===== config.mk =====
export PLATFORM = sky130hd
export DESIGN_NAME = utf8_to_utf16_utf32_decoder
export DESIGN_NICKNAME = d
export VERILOG_FILES = /design/src/design/u8d_pkg.sv /design/src/design/utf8_to_utf16_utf32_decoder.sv /design/src/design/u8d_front.sv /design/src/design/u8d_queue.sv /design/src/design/u8d_back.sv
export SDC_FILE = /design/constraint.sdc
export NUM_CORES = 1
export LEC_CHECK = 0
export BUFFER_PORTS_ARGS = -buffer_cell sky130_fd_sc_hd__clkbuf_2
export CORE_UTILIZATION = 60
export CTS_CLUSTER_SIZE = 12
export DETAILED_ROUTE_END_ITERATION = 10
export HOLD_SLACK_MARGIN = 0.06
export PLACE_DENSITY = 0.78
export REMOVE_ABC_BUFFERS = 1
export SLEW_MARGIN = 10
export SYNTH_ARGS = -nofsm -noshare
export SYNTH_HDL_FRONTEND = slang
export SYNTH_SLANG_ARGS = --single-unit

===== constraint.sdc =====
create_clock -name clk -period 10.8 [get_ports clk]
set_input_delay 1.62 -clock clk [delete_from_list [all_inputs] [get_ports clk]]
set_output_delay 1.62 -clock clk [all_outputs]
set_load 0.03 [all_outputs]

===== src/design/u8d_pkg.sv =====
// shared types and constants of the utf-8 decoder
`default_nettype none

package u8d_pkg;

  // unit counter width default
  localparam int unsigned COUNT_BITS_DEF = 16;

  // field widths fixed by the interface
  localparam int unsigned CODE_W  = 21;
  localparam int unsigned CNT_W   = 16;
  localparam int unsigned CFG_W   = 16;
  localparam int unsigned CAP_W   = 16;

  // run queue depth
  localparam int unsigned QDEPTH  = 4;
  localparam int unsigned QPTR_W  = $clog2(QDEPTH);
  localparam int unsigned QCNT_W  = $clog2(QDEPTH + 1);

  // configuration register indexes
  localparam logic REG_OUT_MODE     = 1'b0;
  localparam logic REG_OUT_CAPACITY = 1'b1;

  // surrogate construction
  localparam logic [CODE_W-1:0] SUPP_BASE    = 21'h10000;
  localparam logic [15:0]       SURR_HI_BASE = 16'hD800;
  localparam logic [15:0]       SURR_LO_BASE = 16'hDC00;

  // halt and status codes
  typedef enum logic [1:0] {
    ST_OK        = 2'd0,
    ST_INVALID   = 2'd1,
    ST_CAPACITY  = 2'd2,
    ST_TRUNCATED = 2'd3
  } status_t;

  // all results caused by one input item
  typedef struct packed {
    logic [1:0]        n_units;
    logic              has_status;
    logic [CODE_W-1:0] code0;
    logic [CNT_W-1:0]  count0;
    logic [CODE_W-1:0] code1;
    logic [CNT_W-1:0]  count1;
    status_t           stat;
    logic [CNT_W-1:0]  count_st;
  } run_t;

endpackage

`default_nettype wire


===== src/design/utf8_to_utf16_utf32_decoder.sv =====
// top level of the utf-8 to utf-16 / utf-32 decoder
//
//  channel | direction | handshake          | payload
//  in_     | input     | in_valid/in_stall  | data_byte, end_of_text
//  out_    | output    | out_valid/out_stall| code_unit, is_status, status,
//          |           |                    | unit_count, last_of_run
//  cfg_    | input     | cfg_wr_en          | cfg_index, cfg_wdata
//
// one byte is accepted per cycle while the run queue has room; the front end
// decodes in the same cycle. each result is a separate output item, so a byte
// that yields a surrogate pair and a status item holds the back end for three
// results. a byte's results are registered in the run queue before they are
// presented. reset clears decoder state, queue and configuration; in_stall
// rises only when the four-entry run queue is full.
`default_nettype none

module utf8_to_utf16_utf32_decoder #(
  parameter int unsigned COUNT_BITS = u8d_pkg::COUNT_BITS_DEF
) (
  input  wire logic                       clk,
  input  wire logic                       rst_n,
  input  wire logic                       cfg_wr_en,
  input  wire logic                       cfg_index,
  input  wire logic [u8d_pkg::CFG_W-1:0]  cfg_wdata,
  input  wire logic                       in_valid,
  output logic                            in_stall,
  input  wire logic [7:0]                 in_data_byte,
  input  wire logic                       in_end_of_text,
  output logic                            out_valid,
  input  wire logic                       out_stall,
  output logic [u8d_pkg::CODE_W-1:0]      out_code_unit,
  output logic                            out_is_status,
  output logic [1:0]                      out_status,
  output logic [u8d_pkg::CNT_W-1:0]       out_unit_count,
  output logic                            out_last_of_run
);
  import u8d_pkg::*;

  logic              mode_r;
  logic [CAP_W-1:0]  capacity_r;
  logic              q_push, q_full, q_pop, q_empty;
  run_t              q_entry, q_head;

  // configuration registers
  always_ff @(posedge clk) begin
    if (!rst_n) begin
      mode_r     <= 1'b0;
      capacity_r <= '0;
    end else if (cfg_wr_en) begin
      case (cfg_index)
        REG_OUT_MODE:     mode_r     <= cfg_wdata[0];
        REG_OUT_CAPACITY: capacity_r <= cfg_wdata[CAP_W-1:0];
        default:          ;
      endcase
    end
  end

  u8d_front #(
    .COUNT_BITS(COUNT_BITS)
  ) u_front (
    .clk           (clk),
    .rst_n         (rst_n),
    .mode          (mode_r),
    .capacity      (capacity_r),
    .in_valid      (in_valid),
    .in_stall      (in_stall),
    .in_data_byte  (in_data_byte),
    .in_end_of_text(in_end_of_text),
    .q_full        (q_full),
    .q_push        (q_push),
    .q_entry       (q_entry)
  );

  u8d_queue u_queue (
    .clk       (clk),
    .rst_n     (rst_n),
    .push      (q_push),
    .push_entry(q_entry),
    .full      (q_full),
    .pop       (q_pop),
    .head      (q_head),
    .empty     (q_empty)
  );

  u8d_back u_back (
    .clk            (clk),
    .rst_n          (rst_n),
    .head           (q_head),
    .empty          (q_empty),
    .pop            (q_pop),
    .out_valid      (out_valid),
    .out_stall      (out_stall),
    .out_code_unit  (out_code_unit),
    .out_is_status  (out_is_status),
    .out_status     (out_status),
    .out_unit_count (out_unit_count),
    .out_last_of_run(out_last_of_run)
  );

endmodule

`default_nettype wire


===== src/design/u8d_front.sv =====
// front end: takes bytes, tracks sequence state and builds at most one run per byte
`default_nettype none

module u8d_front #(
  parameter int unsigned COUNT_BITS = u8d_pkg::COUNT_BITS_DEF
) (
  input  wire logic                      clk,
  input  wire logic                      rst_n,
  input  wire logic                      mode,
  input  wire logic [u8d_pkg::CAP_W-1:0] capacity,
  input  wire logic                      in_valid,
  output logic                           in_stall,
  input  wire logic [7:0]                in_data_byte,
  input  wire logic                      in_end_of_text,
  input  wire logic                      q_full,
  output logic                           q_push,
  output u8d_pkg::run_t                  q_entry
);
  import u8d_pkg::*;

  localparam int unsigned WIDE = (COUNT_BITS > CAP_W) ? COUNT_BITS : CAP_W;
  localparam logic [COUNT_BITS-1:0] COUNT_MAX = {COUNT_BITS{1'b1}};

  logic [1:0]            pend_r, pend_nxt;
  logic [CODE_W-1:0]     acc_r, acc_nxt;
  logic [COUNT_BITS-1:0] units_r, units_nxt;
  status_t               halt_r, halt_nxt;

  logic                  accept;
  logic                  complete;
  logic                  pair;
  logic [CODE_W-1:0]     cp;
  logic [CODE_W-1:0]     acc_shift;
  logic [19:0]           supp_off;
  logic [COUNT_BITS-1:0] u1, u2;
  logic [WIDE:0]         need_sum;
  logic [WIDE-1:0]       u1_wide, u2_wide;

  assign in_stall = q_full;
  assign accept   = in_valid && !q_full;

  // saturating counts after one and two more units
  assign u1 = (units_r == COUNT_MAX) ? units_r : units_r + 1'b1;
  assign u2 = (u1 == COUNT_MAX) ? u1 : u1 + 1'b1;

  assign acc_shift = {acc_r[CODE_W-7:0], in_data_byte[5:0]};
  assign supp_off  = 20'(cp - SUPP_BASE);

  // decode one byte
  always_comb begin
    pend_nxt  = pend_r;
    acc_nxt   = acc_r;
    units_nxt = units_r;
    halt_nxt  = halt_r;
    complete  = 1'b0;
    cp        = '0;
    pair      = 1'b0;
    need_sum  = '0;
    q_entry   = '0;
    if (halt_r == ST_OK) begin
      if (pend_r == 2'd0) begin
        if (!in_data_byte[7]) begin
          complete = 1'b1;
          cp       = CODE_W'(in_data_byte);
        end else if (in_data_byte[7:5] == 3'b110) begin
          acc_nxt  = CODE_W'(in_data_byte[4:0]);
          pend_nxt = 2'd1;
        end else if (in_data_byte[7:4] == 4'b1110) begin
          acc_nxt  = CODE_W'(in_data_byte[3:0]);
          pend_nxt = 2'd2;
        end else if (in_data_byte[7:3] == 5'b11110) begin
          acc_nxt  = CODE_W'(in_data_byte[2:0]);
          pend_nxt = 2'd3;
        end else begin
          halt_nxt = ST_INVALID;
        end
      end else begin
        acc_nxt  = acc_shift;
        pend_nxt = pend_r - 2'd1;
        if (pend_r == 2'd1) begin
          complete = 1'b1;
          cp       = acc_shift;
        end
      end
      // emit the finished code point against the capacity
      if (complete) begin
        pair     = mode && (cp[CODE_W-1:16] != '0);
        need_sum = (WIDE+1)'(units_r) + (pair ? (WIDE+1)'(2) : (WIDE+1)'(1));
        if ((capacity != '0) && (need_sum > (WIDE+1)'(capacity))) begin
          halt_nxt = ST_CAPACITY;
        end else begin
          units_nxt = pair ? u2 : u1;
          if (capacity != '0) begin
            q_entry.n_units = pair ? 2'd2 : 2'd1;
          end
        end
      end
      if (in_end_of_text && (halt_nxt == ST_OK) && (pend_nxt != 2'd0)) begin
        halt_nxt = ST_TRUNCATED;
      end
    end
    q_entry.code0    = pair ? CODE_W'(SURR_HI_BASE | 16'(supp_off[19:10])) : cp;
    q_entry.code1    = CODE_W'(SURR_LO_BASE | 16'(supp_off[9:0]));
    q_entry.count0   = u1_wide[CNT_W-1:0];
    q_entry.count1   = u2_wide[CNT_W-1:0];
    q_entry.stat     = halt_nxt;
    // final count includes any unit made by this byte
    q_entry.count_st = CNT_W'(units_nxt);
    // end of text closes the run with a status item and clears state
    if (in_end_of_text) begin
      q_entry.has_status = 1'b1;
      pend_nxt  = '0;
      acc_nxt   = '0;
      units_nxt = '0;
      halt_nxt  = ST_OK;
    end
  end

  assign u1_wide  = WIDE'(u1);
  assign u2_wide  = WIDE'(u2);
  assign q_push   = accept && ((q_entry.n_units != 2'd0) || in_end_of_text);

  // decoder state
  always_ff @(posedge clk) begin
    if (!rst_n) begin
      pend_r  <= '0;
      acc_r   <= '0;
      units_r <= '0;
      halt_r  <= ST_OK;
    end else if (accept) begin
      pend_r  <= pend_nxt;
      acc_r   <= acc_nxt;
      units_r <= units_nxt;
      halt_r  <= halt_nxt;
    end
  end

  // once halted, only an end of text brings the decoder back
  property p_halt_sticky;
    @(posedge clk) disable iff (!rst_n)
      (halt_r != ST_OK) && !(accept && in_end_of_text) |=> (halt_r == $past(halt_r));
  endproperty
  a_halt_sticky: assert property (p_halt_sticky) else $error("halt code changed while halted");

  // a halted decoder queues no units
  property p_no_units_halted;
    @(posedge clk) disable iff (!rst_n)
      (halt_r != ST_OK) |-> (q_entry.n_units == 2'd0);
  endproperty
  a_no_units_halted: assert property (p_no_units_halted) else $error("units while halted");

endmodule

`default_nettype wire


===== src/design/u8d_queue.sv =====
// short run queue between the front end and the back end
`default_nettype none

module u8d_queue (
  input  wire logic          clk,
  input  wire logic          rst_n,
  input  wire logic          push,
  input  u8d_pkg::run_t      push_entry,
  output logic               full,
  input  wire logic          pop,
  output u8d_pkg::run_t      head,
  output logic               empty
);
  import u8d_pkg::*;

  run_t              slots [QDEPTH];
  logic [QPTR_W-1:0] wr_ptr_r, rd_ptr_r;
  logic [QCNT_W-1:0] cnt_r;

  assign full  = (cnt_r == QCNT_W'(QDEPTH));
  assign empty = (cnt_r == '0);
  assign head  = slots[rd_ptr_r];

  // entry storage
  always_ff @(posedge clk) begin
    if (push) begin
      slots[wr_ptr_r] <= push_entry;
    end
  end

  // pointers and fill count
  always_ff @(posedge clk) begin
    if (!rst_n) begin
      wr_ptr_r <= '0;
      rd_ptr_r <= '0;
      cnt_r    <= '0;
    end else begin
      if (push) begin
        wr_ptr_r <= wr_ptr_r + 1'b1;
      end
      if (pop) begin
        rd_ptr_r <= rd_ptr_r + 1'b1;
      end
      if (push && !pop) begin
        cnt_r <= cnt_r + 1'b1;
      end else if (pop && !push) begin
        cnt_r <= cnt_r - 1'b1;
      end
    end
  end

  // no overflow and no underflow
  a_no_overflow: assert property (@(posedge clk) disable iff (!rst_n) full |-> !push)
    else $error("push into full run queue");
  a_no_underflow: assert property (@(posedge clk) disable iff (!rst_n) empty |-> !pop)
    else $error("pop from empty run queue");

endmodule

`default_nettype wire


===== src/design/u8d_back.sv =====
// back end: walks the head run and presents its results one per cycle while out_stall is low
`default_nettype none

module u8d_back (
  input  wire logic                       clk,
  input  wire logic                       rst_n,
  input  u8d_pkg::run_t                   head,
  input  wire logic                       empty,
  output logic                            pop,
  output logic                            out_valid,
  input  wire logic                       out_stall,
  output logic [u8d_pkg::CODE_W-1:0]      out_code_unit,
  output logic                            out_is_status,
  output logic [1:0]                      out_status,
  output logic [u8d_pkg::CNT_W-1:0]       out_unit_count,
  output logic                            out_last_of_run
);
  import u8d_pkg::*;

  logic [1:0] sel_r;
  logic [1:0] total;
  logic       is_unit;
  logic       out_take;

  assign total     = head.n_units + 2'(head.has_status);
  assign is_unit   = (sel_r < head.n_units);
  assign out_valid = !empty;
  assign out_take  = out_valid && !out_stall;
  assign out_last_of_run = (sel_r == total - 2'd1);
  assign pop       = out_take && out_last_of_run;

  // pick the result at the current position of the run
  always_comb begin
    out_code_unit  = '0;
    out_is_status  = 1'b0;
    out_status     = ST_OK;
    out_unit_count = head.count_st;
    if (is_unit) begin
      out_code_unit  = sel_r[0] ? head.code1 : head.code0;
      out_unit_count = sel_r[0] ? head.count1 : head.count0;
    end else begin
      out_is_status = 1'b1;
      out_status    = head.stat;
    end
  end

  // position within the run
  always_ff @(posedge clk) begin
    if (!rst_n) begin
      sel_r <= '0;
    end else if (out_take) begin
      sel_r <= out_last_of_run ? 2'd0 : sel_r + 2'd1;
    end
  end

  // position stays inside the head run
  a_sel_in_run: assert property (@(posedge clk) disable iff (!rst_n)
    out_valid |-> (sel_r < total))
    else $error("result position beyond run");

endmodule

`default_nettype wire


==> metrics.txt <==
Crit Path Max Fanout=66; VDD IR max=0.000164 V; Die W=176 µm; Post-synth EDFFs=336; CP Cell Sequence=or3_1, o31a_1, nor3b_2, buf_4, inv_1, ha_1, inv_1, fa_1, nand3b_1, nor2_1, nand4_1, xnor2_1, ha_1, a21o_1, a21o_1, a211oi_1, a21oi_1, nor2_1, o21a_1, and2_4, buf_4; Startpoint Class=flip-flop; CP max stage delay=0.87 ns; CORE AREA=29600 µm²; setup TNS=0 ns; Worst-Margin Slew=1.15 ns; Die H=176 µm; Filler Cell Count=2060; total placed instance area=18800 µm²; fin crit share=58.9%; Synth Warn #=0; final HPWL from detailed placement=24700 µm; initial core utilization=61.1%; fin crit period=6.37 ns; row count=63; Lkg Pwr=6.81 nW; Syn Area/Cell=14.3 µm²; status=complete, no violations; Syn Std Cell Area=18100 µm²; reg-to-reg slack, setup=4.43 ns; final wirelength=39500 µm; Net count, final=1386; root buf cell=clkbuf_16; Via density=6.27; layout cells sized above 1=19.2%; Iteration-0 DRC Markers=1246; metal2 WL=18900 µm; CTS Buf Count=41; pre-CTS WS=4.49 ns; RR Startpoint=u_front.acc_r[10]$_SDFFE_PN0P_; Ant. Diodes=0; initial antenna violation count=0; sequential-to-total area share from yosys stat=62.7%; Hold Buf Count CTS=0; Synth-to-Final Area Change=10.4%; FF+latch count, synth=399; Tightest Hold Check Type=reg -> reg; IO buf count=73; final instance area=20000 µm²; Pwr Density=212 nW/µm²; post-synthesis cell type count=83; per-cell routed wire length=22.6 µm; CTS resizes=0; Finished Core Util=67.5%; gpl congestion=0.957; Post-synth top flop=edfxtp_1; Clock Latency Late Sink=0.53 ns; first-pass GRT wire length=61500 µm; Worst EP arrival=6.51 ns; vias in the first global route=10800; area occupied by multi-input gates=6290 µm²; htree depth=2; M1 WL=16900 µm; worst setup margin=4.43 ns; drt pass-1 iters=5; Overflow after GRT=0; Hold Path End=capacity_r[10]$_SDFFE_PN0P_; RSZ-0062 raised after global routing=false; Slew Limit Fails=0; WS Path Type=reg -> reg; Top Metal Used=met4; Post-Synthesis Cells=1268; CP max-delay cell=buf_4; GR Util All Layers=26.3%; Max Cap Violations=0; clock sinks=399; Top Ports=74; Clock Skews=0.0156 ns; Final ANT Viol Nets=0; Setup crit end kind=flip-flop; clk buf depth=3; FF/Latch Area=11400 µm²; die area=30900 µm²; Min-Delay Path Depth=2; DRC Markers=0; Slew HR=22.4%; hold_sp=capacity_r[10]$_SDFFE_PN0P_; Setup violations, final=0; crit path from=u_front.acc_r[10]$_SDFFE_PN0P_; setup bufs post-CTS=0; Fmax=157 MHz; CTS tree=yes; Worst EP required=10.94 ns; final hold vios=0; Reg clk slew, reported paths=0.06 ns; hold slack=0.484 ns; largest net degree at the start of global routing=67; post-synthesis async set-or-reset flop share=0%; Reg2Reg Depth=21; RR Endpoint=u_queue.slots[2][34]$_DFFE_PP_; routed vias=11000; DR WL met3=2770 µm
==> sequential cells by signal, indices dropped and copies added (netlist names), named ones only <==
register / cells
u_queue.rd_ptr_r: 2
u_queue.cnt_r: 3
u_front.units_r: 16
u_back.sel_r: 2
u_queue.slots: 336
u_front.acc_r: 15
capacity_r: 16
u_front.pend_r: 2
u_front.halt_r: 2
u_queue.wr_ptr_r: 2
mode_r: 1
==> layout by cell type, fill, tap and decap left out, types with 4 or more instances in the layout <==
master and n:
inv_1 44, nand3_1 26, edfxtp_1 336, nand4_1 8, or4_1 4, and2_4 4, xor2_1 10, nor2_1 60
nand2b_1 12, nor3_1 18, nand2_1 124, clkbuf_2 73, a22o_1 6, a211oi_1 7, clkbuf_16 42, nand3b_1 6
a21oi_1 28, mux4_2 84, nor3b_1 8, dfxtp_1 60, mux2_2 5, clkbuf_1 23, o211ai_1 7, a21o_1 4
and3_1 19, xnor2_1 39, nor4_1 15, a21boi_0 33, a22oi_1 6, o21ai_0 47, mux2i_1 32, nor2b_1 10
ha_1 28, and4_1 5, a311oi_1 4, buf_4 13, and2_1 29
==> worst max-delay path by stage <==
stage | to | slack (ns) | cells past startpoint
finish | u_queue.slots[2][34]$_DFFE_PP_ | 4.43 | 21
global route | u_queue.slots[3][34]$_DFFE_PP_ | 4.03 | 21
CTS | u_queue.slots[0][63]$_DFFE_PP_ | 4.47 | 21
detailed placement | u_queue.slots[2][72]$_DFFE_PP_ | 4.49 | 21
global placement | u_queue.slots[2][71]$_DFFE_PP_ | 4.64 | 21
floorplan | out_code_unit[13] | 3.11 | 5
==> cell usage after synthesis (15+ instances only) <==
cell,instances,area share (%)
edfxtp_1,336,56
nand2_1,124,2.6
mux4_2,84,10
dfxtp_1,63,7.0
nor2_1,60,1.2
o21ai_0,47,1.3
clkbuf_1,45,0.93
inv_1,44,0.91
xnor2_1,39,1.9
a21boi_0,33,1.4
and2_1,33,1.1
mux2i_1,32,1.8
a21oi_1,28,0.77
ha_1,28,1.9
nand3_1,26,0.72
and3_1,19,0.66
nor3_1,18,0.50
nor4_1,15,0.52
==> worst max-delay path: cells and delay by family, from the launching register on <==
kind                     cells  cell delay (ns)
XOR/XNOR                     1             0.18
adder cells (fa/ha/maj)      3             0.86
buffers and inverters        4             1.26
flip-flops                   1             0.35
AND/OR/NAND/NOR              7             1.75
AO/OA/AOI/OAI                6             1.52
==> logic make-up after synthesis <==
family / synth area share, %
buffers and inverters: 2.71
and+or+nand+nor: 10.7
muxes: 12.6
xor gates and xnor gates: 2.37
DFF: 62.7
adders and majority gates: 2.15
AOI/OAI and AO/OA: 6.77
==> layout make-up <==
class	count	area share, %
clock buffers	68	5.89
flip-flops and latches	399	56.8
multi-input cells	753	31.5
repair buffers	86	2.32
clock inverters	7	0.257
well taps	390	2.44
inverters	44	0.826
==> through the flow <==
| step | total power, mW | instances |
|---|---|---|
| 5_1_grt | 4.42 | 1747 |
| 4_1_cts | 4.28 | 1747 |
| 6_report | 4.25 | 1747 |
| 3_3_place_gp | 2.96 | 1672 |
| 3_5_place_dp | 2.99 | 1672 |
| 2_1_floorplan | 2.69 | 1196 |
==> power breakdown <==
group	leakage [nW]	switching, mW	internal (mW)
logic	2.58	0.710	0.389
registers	3.65	0.0433	1.80
clock network	0.591	0.556	0.746
==> metal layers <==
metal  vias up  global-route usage [%]
met5         -                       0
li1       4954                       -
met1      5491                    38.2
met3        69                    3.61
met4         0                    7.10
met2       448                    42.1
No activity file was read; power rests on OpenSTA's default activity.
